===== config.mk =====
export PLATFORM = sky130hd
export DESIGN_NAME = bemf_amplitude_checker_unit
export DESIGN_NICKNAME = d
export VERILOG_FILES = /design/src/hw/rtl/bemfac_pkg.sv /design/src/hw/rtl/bemf_amplitude_checker_unit.sv /design/src/hw/rtl/bemfac_cfg_regs.sv /design/src/hw/rtl/bemfac_track.sv
export SDC_FILE = /design/constraint.sdc
export NUM_CORES = 1
export LEC_CHECK = 0
export ABC_AREA = 1
export BUFFER_PORTS_ARGS = -buffer_cell sky130_fd_sc_hd__buf_2
export CAP_MARGIN = 20
export CELL_PAD_IN_SITES_DETAIL_PLACEMENT = 0
export CELL_PAD_IN_SITES_GLOBAL_PLACEMENT = 1
export CORE_AREA = 2 2 113 115
export DETAILED_ROUTE_END_ITERATION = 7
export DIE_AREA = 0 0 115 117
export PLACE_DENSITY_LB_ADDON = 0.1
export SLEW_MARGIN = 10
export SYNTH_ARGS = -nofsm -noshare
export SYNTH_HDL_FRONTEND = slang
export SYNTH_SLANG_ARGS = --single-unit

===== constraint.sdc =====
create_clock -name clk_i -period 3.4 [get_ports clk_i]
set_input_delay 1.02 -clock clk_i [delete_from_list [all_inputs] [get_ports clk_i]]
set_output_delay 1.02 -clock clk_i [all_outputs]
set_load 0.01 [all_outputs]

===== src/hw/rtl/bemfac_pkg.sv =====
package bemfac_pkg;

  localparam int unsigned SampleW = 10;
  localparam int unsigned CountW  = 8;
  localparam int unsigned CfgIdxW = 2;

  // Amplitudes at or above this level are treated as glitches and ignored.
  localparam logic [SampleW-1:0] AmpLimit = SampleW'(1000);
  localparam logic [CountW-1:0]  CountMax = '1;

  localparam logic [SampleW-1:0] ToneThrReset = SampleW'(100);
  localparam logic [SampleW-1:0] LeakThrReset = SampleW'(50);

  typedef enum logic [CfgIdxW-1:0] {
    CfgToneThr = 2'd0,
    CfgLeakThr = 2'd1
  } cfg_idx_e;

  typedef struct packed {
    logic [SampleW-1:0] sample;
    logic               phase;
    logic               first;
    logic               last;
  } item_t;

  typedef struct packed {
    logic [CountW-1:0] swing_count;
    logic              result_phase;
    logic              speaker_ok;
  } result_t;

  typedef struct packed {
    logic [SampleW-1:0] tone_thr;
    logic [SampleW-1:0] leak_thr;
  } thr_t;

endpackage


===== src/hw/rtl/bemf_amplitude_checker_unit.sv =====
// Pipeline: two register stages (input register, then result register); the result is
// presented from the result register once the last sample has left the input register.
// Throughput: one sample per cycle while the input is not stalled.
// The input stalls only while a last sample is held behind a result that waits in the
// result register.
// Reset clears all tracking state and sets the thresholds to 100 and 50.
module bemf_amplitude_checker_unit (
  input  logic                           clk_i,
  input  logic                           rst_ni,
  input  logic                           cfg_we_i,
  input  logic [bemfac_pkg::CfgIdxW-1:0] cfg_idx_i,
  input  logic [bemfac_pkg::SampleW-1:0] cfg_wdata_i,
  input  logic                           in_valid_i,
  output logic                           in_stall_o,
  input  logic [bemfac_pkg::SampleW-1:0] sample_i,
  input  logic                           phase_i,
  input  logic                           first_i,
  input  logic                           last_i,
  output logic                           out_valid_o,
  input  logic                           out_stall_i,
  output logic [bemfac_pkg::CountW-1:0]  swing_count_o,
  output logic                           result_phase_o,
  output logic                           speaker_ok_o
);
  import bemfac_pkg::*;

  thr_t    thr;
  item_t   item_d, item_q;
  logic    vld_d, vld_q;
  result_t res, res_d, res_q;
  logic    out_vld_d, out_vld_q;
  logic    out_free, step, in_acc;

  bemfac_cfg_regs u_cfg (
    .clk_i       (clk_i),
    .rst_ni      (rst_ni),
    .cfg_we_i    (cfg_we_i),
    .cfg_idx_i   (cfg_idx_i),
    .cfg_wdata_i (cfg_wdata_i),
    .thr_o       (thr)
  );

  bemfac_track u_track (
    .clk_i  (clk_i),
    .rst_ni (rst_ni),
    .step_i (step),
    .item_i (item_q),
    .thr_i  (thr),
    .res_o  (res)
  );

  assign out_free   = !out_vld_q || !out_stall_i;
  // A registered sample moves on unless it produces a result with nowhere to go.
  assign step       = vld_q && (!item_q.last || out_free);
  assign in_stall_o = vld_q && !step;
  assign in_acc     = in_valid_i && !in_stall_o;

  always_comb begin
    item_d = item_q;
    vld_d  = vld_q && !step;
    if (in_acc) begin
      item_d.sample = sample_i;
      item_d.phase  = phase_i;
      item_d.first  = first_i;
      item_d.last   = last_i;
      vld_d         = 1'b1;
    end
  end

  always_comb begin
    res_d     = res_q;
    out_vld_d = out_vld_q && out_stall_i;
    if (step && item_q.last) begin
      res_d     = res;
      out_vld_d = 1'b1;
    end
  end

  always_ff @(posedge clk_i or negedge rst_ni) begin
    if (!rst_ni) begin
      vld_q     <= 1'b0;
      out_vld_q <= 1'b0;
    end else begin
      vld_q     <= vld_d;
      out_vld_q <= out_vld_d;
    end
  end

  always_ff @(posedge clk_i) begin
    item_q <= item_d;
    res_q  <= res_d;
  end

  assign out_valid_o    = out_vld_q;
  assign swing_count_o  = res_q.swing_count;
  assign result_phase_o = res_q.result_phase;
  assign speaker_ok_o   = res_q.speaker_ok;

endmodule


===== src/hw/rtl/bemfac_cfg_regs.sv =====
module bemfac_cfg_regs (
  input  logic                               clk_i,
  input  logic                               rst_ni,
  input  logic                               cfg_we_i,
  input  logic [bemfac_pkg::CfgIdxW-1:0]     cfg_idx_i,
  input  logic [bemfac_pkg::SampleW-1:0]     cfg_wdata_i,
  output bemfac_pkg::thr_t                   thr_o
);
  import bemfac_pkg::*;

  thr_t thr_d, thr_q;

  always_comb begin
    thr_d = thr_q;
    if (cfg_we_i) begin
      case (cfg_idx_e'(cfg_idx_i))
        CfgToneThr: thr_d.tone_thr = cfg_wdata_i;
        CfgLeakThr: thr_d.leak_thr = cfg_wdata_i;
        default:    thr_d = thr_q;
      endcase
    end
  end

  always_ff @(posedge clk_i or negedge rst_ni) begin
    if (!rst_ni) begin
      thr_q.tone_thr <= ToneThrReset;
      thr_q.leak_thr <= LeakThrReset;
    end else begin
      thr_q <= thr_d;
    end
  end

  assign thr_o = thr_q;

endmodule


===== src/hw/rtl/bemfac_track.sv =====
module bemfac_track (
  input  logic                clk_i,
  input  logic                rst_ni,
  input  logic                step_i,
  input  bemfac_pkg::item_t   item_i,
  input  bemfac_pkg::thr_t    thr_i,
  output bemfac_pkg::result_t res_o
);
  import bemfac_pkg::*;

  logic [SampleW-1:0] prev_d, prev_q;
  logic [SampleW-1:0] valley_d, valley_q;
  logic               rising_d, rising_q;
  logic [CountW-1:0]  count_d, count_q;
  logic [CountW-1:0]  tone_d, tone_q;

  logic [SampleW-1:0] prev_eff, valley_eff, diff, thr;
  logic [CountW-1:0]  count_base, count_new;
  logic               peak, turn_up, amp_ok;

  always_comb begin
    // A first sample reloads the tracking registers, so no turn can occur on it.
    prev_eff   = item_i.first ? item_i.sample : prev_q;
    valley_eff = item_i.first ? item_i.sample : valley_q;
    count_base = item_i.first ? '0 : count_q;
    thr        = item_i.phase ? thr_i.leak_thr : thr_i.tone_thr;

    peak    = rising_q && (item_i.sample < prev_eff);
    turn_up = !rising_q && (item_i.sample > prev_eff);
    diff    = prev_eff - valley_eff;
    amp_ok  = peak && (prev_eff > valley_eff) && (diff < AmpLimit) && (diff > thr);

    count_new = (amp_ok && (count_base != CountMax)) ? count_base + CountW'(1) : count_base;

    res_o.swing_count  = count_new;
    res_o.result_phase = item_i.phase;
    res_o.speaker_ok   = item_i.phase && (tone_q > CountW'(1)) && (count_new == '0);
  end

  always_comb begin
    prev_d   = prev_q;
    valley_d = valley_q;
    rising_d = rising_q;
    count_d  = count_q;
    tone_d   = tone_q;
    if (step_i) begin
      prev_d   = item_i.sample;
      valley_d = turn_up ? prev_eff : valley_eff;
      if (peak) begin
        rising_d = 1'b0;
      end else if (turn_up) begin
        rising_d = 1'b1;
      end
      count_d = item_i.last ? '0 : count_new;
      if (item_i.last && !item_i.phase) begin
        tone_d = count_new;
      end
    end
  end

  always_ff @(posedge clk_i or negedge rst_ni) begin
    if (!rst_ni) begin
      prev_q   <= '0;
      valley_q <= '0;
      rising_q <= 1'b0;
      count_q  <= '0;
      tone_q   <= '0;
    end else begin
      prev_q   <= prev_d;
      valley_q <= valley_d;
      rising_q <= rising_d;
      count_q  <= count_d;
      tone_q   <= tone_d;
    end
  end

endmodule

# Word-level counts from Yosys, hierarchy flattened
# Cells that the tools add are included.
# word_totals
register_bits	82
input_bits	30
output_inout_bits	12
# op_classes
n_addsub	2
order_cmp	6
n_eq_ne	2
muxes	11
reduce_logical	30
# op_table
op	n
$mux W10	4
$gt A10 B10 Y1	3
$mux W8	3
$logic_and A1 B1 Y1	14
$lt A10 B10 Y1	1
$lt A10 B10 Y1 const B	1
$sub A10 B10 Y10	1
$add A8 B1 Y8 const B	1
$gt A8 B1 Y1 const B	1
$logic_not A8 Y1	1
$ne A8 B8 Y1 const B	1
$reduce_and A2 Y1	4
$logic_not A1 Y1	7
$mux W1	4
$eq A2 B1 Y1 const B	1
$logic_not A2 Y1	1
$logic_or A1 B1 Y1	2
$reduce_bool A2 Y1	1

# Longest topological paths before layout
# depth
word_depth	10
ltp_mapped	30
depth_no_buf	28

# By module
# From an unflattened synthesis, not the netlist that was laid out.
# hier_totals
cells_unflattened	607
area_unflattened_um2	4887.2
# by_module_without_submodules
mod	instances	cells_each	area_per_inst_um2	seq_area_each_um2
bemfac_track	1	481	3260.6	900.9
bemfac_cfg_regs	1	89	829.5	508.0
bemf_amplitude_checker_unit	1	37	797.0	740.7

# Worst setup path after synthesis
# OpenSTA, ideal clock, no wires.
# synth_path
kind	register to register
from	reg item_q[1] (netlist name)
to	reg res_q (netlist bit speaker_ok_o), data pin
arrival_ps	3511
required_ps	3148
setup_slack_ps	-362
path_stages_with_launch	26
n_path_buf	2
synth_period_minus_slack_ps	3762
cell_sequence	edfxtp_1 -> buf_2 -> inv_1 -> clkbuf_1 -> a21oi_1 -> inv_1 -> ha_1 -> inv_1 -> fa_1 -> nand2_1 -> nand2_2 -> nand3_1 -> nand3_1 -> and2_1 -> ha_1 -> nand2_1 -> nor2_1 -> nand3_1 -> nand3_1 -> nand3_2 -> nor2_4 -> nand3_4 -> o21ai_2 -> inv_2 -> nand3_1 -> nor2_1
# synth_rtl
element	line_no	text
from (decl)	bemf_amplitude_checker_unit.sv:28	item_t item_d, item_q;
from (signal assigned)	bemf_amplitude_checker_unit.sv:90	item_q <= item_d;
to (signal assigned)	bemf_amplitude_checker_unit.sv:91	res_q <= res_d;
to (decl)	bemf_amplitude_checker_unit.sv:30	result_t res, res_d, res_q;

==> run metrics <==
pwr dens 554 nW/µm²; Syn Inst Count 589; CTS Sinks 81; filler instances ~1200; Layout area overhead 33.6%; final setup margin -219 ps; Die Wd 115 µm; vias per cell 4.86; Placeable Area about 12000 µm²; ys async rst share 71.6%; number of antenna-violating nets in the routed design 0; yosys warns 0; GPL Wtd Cong approximately 0.80; Slew HR between 40% and 50%; crit path capture type flop; CP Launch Type flop; clock latency at the later pin of the worst-skew pair 350 ps; Tmin final 3620 ps; Die ar. 13500 µm²; r2r setup slk -220 ps; sequential-to-total area share from yosys stat 45.1%; worst slew pin tran 759 ps; via count 4162; CTS buffer count 9; # diodes 0; GRT overflow 0; # rows 41; Routed Wire Length 12100 µm; Synth area leader dfrtp_1; Place WS -437 ps; end of the worst hold path u_track.prev_q[1]$_DFFE_PN0P_; post-synthesis cell area about 4800 µm²; Port Buffers 41; Max Fclk approximately 280 MHz; Commonest cells post-synth nand2_1, inv_1, dfrtp_1; post-route insts no fill 857; syn_nets 651; critical path, cell by cell buf_6 -> inv_8 -> buf_12 -> a21oi_4 -> ha_2 -> inv_2 -> fa_2 -> nand2_2 -> nand2_4 -> nand3_4 -> nand3_4 -> and2_4 -> ha_4 -> nand2_4 -> o21a_1 -> nand3_2 -> nand3_2 -> nor2_4 -> buf_6 -> nand2_2 -> o21bai_1 -> nand2_2 -> nand3_2 -> nor2_1; clock root buffer clkbuf_16; clk buf depth 2; hold_sp u_track.prev_q[1]$_DFFE_PN0P_; Slowest Stage Delay on Critical Path 400 ps; Post-synth EDFFs 23; ranking of synthesized cells by area dfrtp_1, edfxtp_1, nand2_1; HP Class flop to flop; initial antenna violation count 0; First-pass DRT Iterations 4; Final Core Density 51.7%; Die Ht 117 µm; crit path DAT 3720 ps; drt wl/cell 14.2 µm; CTS tree yes; worst reg2reg endpoint speaker_ok_o$_DFFE_PP_; Worst Reg-to-Reg Cells 24; Reg clk slew, reported paths 60 ps; Final period util 106%; status finished with violations; Nets 764; most numerous cell in the Yosys netlist nand2_1; flops & latches, synth 81; HPWL after DPL 8940 µm; Leak 3.14 nW; Min-Delay Path Depth 2; CP top delay family simple AND/OR/NAND/NOR gates; placed insts 826; Final setup viols 24; hold slack around 480 ps; share of cells above drive strength 1 34.5%; I/O Pins 42; Residual DRC 0; CP max-delay cell edfxtp_1; CTS H-Tree Depth 3; Synth top area share 27.3%; dominant synthesized flop cell dfrtp_1; MaxCap Viol Count 0; vias in the first global route 4145; Worst Skew 10.8 ps; worst path required time 3510 ps; Distinct cells, synth 41; Post-CTS Hold Buffers 0; GR Util All Layers 19.6%; post-route setup TNS -3100 ps; failing checks setup timing; crit path kind flop to flop; peak supply drop 0.000308 V; Iter 0 DRT Violations 185; syn avg cell area 8.10 µm²; Buf+Inv Stages, Crit Path 5; R2R Path Start item_q[1]$_DFFE_PP_; endpoints failing hold 0; Max FO, Critical Path 8; Pins Over Slew Limit 0; initial core utilization 38.7%; largest net degree at the start of global routing 35; global-route wire length before repair 20100 µm; RSZ-0062 raised after global routing true
[routing by layer]
| metal | routed length (µm) | up-vias | GRT usage, % |
|---|---|---|---|
| li1 | - | 2151 | - |
| met1 | 5570 | 1958 | 23.8 |
| met2 | 6030 | 41 | 34.5 |
| met3 | 281 | 12 | 4.02 |
| met4 | 241 | 0 | 7.71 |
| met5 | 0 | - | 0 |
[flip-flops by register name (all words and copies together), names as in the netlist]
| signal | count |
|---|---|
| u_track.rising_q | 1 |
| u_track.tone_q | 7 |
| swing_count_o | 8 |
| out_valid_o | 1 |
| result_phase_o | 1 |
| u_track.count_q | 8 |
| u_track.prev_q | 10 |
| item_q | 13 |
| u_track.valley_q | 10 |
| speaker_ok_o | 1 |
| vld_q | 1 |
| u_cfg.thr_o | 20 |
[layout make-up]
class	count	area, µm²	area share (%)
inverter	91	352	5.52
timing repair buffer	118	832	13.1
sequential	81	2150	33.7
clock inverter	3	17.5	0.275
clock buffer	13	240	3.77
multi-input combinational	401	2590	40.7
tap	150	188	2.95
[worst max-delay path by stage]
stage | from | endpoint | slack (ps) | cells after the start
finish | item_q[1]$_DFFE_PP_ | speaker_ok_o$_DFFE_PP_ | -220 | 24
global placement | item_q[1]$_DFFE_PP_ | speaker_ok_o$_DFFE_PP_ | -410 | 27
global route | item_q[1]$_DFFE_PP_ | speaker_ok_o$_DFFE_PP_ | -450 | 25
floorplan | item_q[1]$_DFFE_PP_ | speaker_ok_o$_DFFE_PP_ | -120 | 25
detailed placement | item_q[1]$_DFFE_PP_ | speaker_ok_o$_DFFE_PP_ | -440 | 27
CTS | item_q[1]$_DFFE_PP_ | speaker_ok_o$_DFFE_PP_ | -240 | 26
[power breakdown]
group,internal [mW],switching [mW]
clock,0.494,0.403
combinational,0.639,0.772
sequential,1.14,0.0863
[logic make-up after synthesis]
logic type | count (synthesis) | share of synthesized area (%)
simple gates | 250 | 23.1
buf+inv | 107 | 8.45
compound gates | 105 | 12.0
flops | 81 | 45.1
fa+ha+maj | 32 | 8.55
mux | 10 | 2.12
xor+xnor | 4 | 0.735
[timing repair]
| action | 4_1_cts | 5_1_grt |
|---|---|---|
| endpoints found under the setup margin | 24 | 24 |
| buffers inserted | 14 | 2 |
| pin swaps | 32 | 27 |
| gates resized for setup | 57 | 35 |
| cloned | 0 | 1 |
[cells in the final DEF, fill, tap and decap left out, types with 4 or more instances in the layout]
| master | netlist | layout |
|---|---|---|
| dfstp_2 | 6 | 6 |
| o21ai_1 | 6 | 6 |
| inv_1 | 84 | 76 |
| nand3_2 | 4 | 7 |
| nor2_4 | 1 | 4 |
| nor2_2 | 3 | 7 |
| nand3_1 | 20 | 15 |
| clkbuf_1 | 13 | 4 |
| nor2_1 | 32 | 25 |
| nand3_4 | 2 | 4 |
| nand2_2 | 10 | 30 |
| ha_4 | 0 | 10 |
| ha_1 | 31 | 20 |
| dfrtp_1 | 52 | 52 |
| nand2_1 | 162 | 139 |
| nand4_1 | 10 | 10 |
| o22ai_1 | 6 | 4 |
| inv_2 | 6 | 12 |
| buf_4 | 0 | 67 |
| a21oi_1 | 43 | 25 |
| a21oi_2 | 0 | 16 |
| mux2i_1 | 9 | 9 |
| o21ai_0 | 38 | 38 |
| buf_2 | 1 | 42 |
| buf_6 | 0 | 7 |
| edfxtp_1 | 23 | 23 |
| clkbuf_16 | 0 | 9 |
[per-stage QoR]
step | total power [mW] | instance area, µm²
after CTS | 3.49 | 6260
after global routing | 3.80 | 6370
final | 3.53 | 6370
after floorplan | 1.96 | 4830
after detailed placement | 2.36 | 5630
after global placement | 2.34 | 5630
[worst reg2reg max path, delay by kind of cell, from the launching register on]
kind | cells | cell delay [ps]
AO/OA/AOI/OAI | 3 | 460
flip-flops | 1 | 400
buffers and inverters | 5 | 510
adder cells (fa/ha/maj) | 3 | 840
AND/OR/NAND/NOR | 13 | 1190
(Power assumes the default switching activity.)
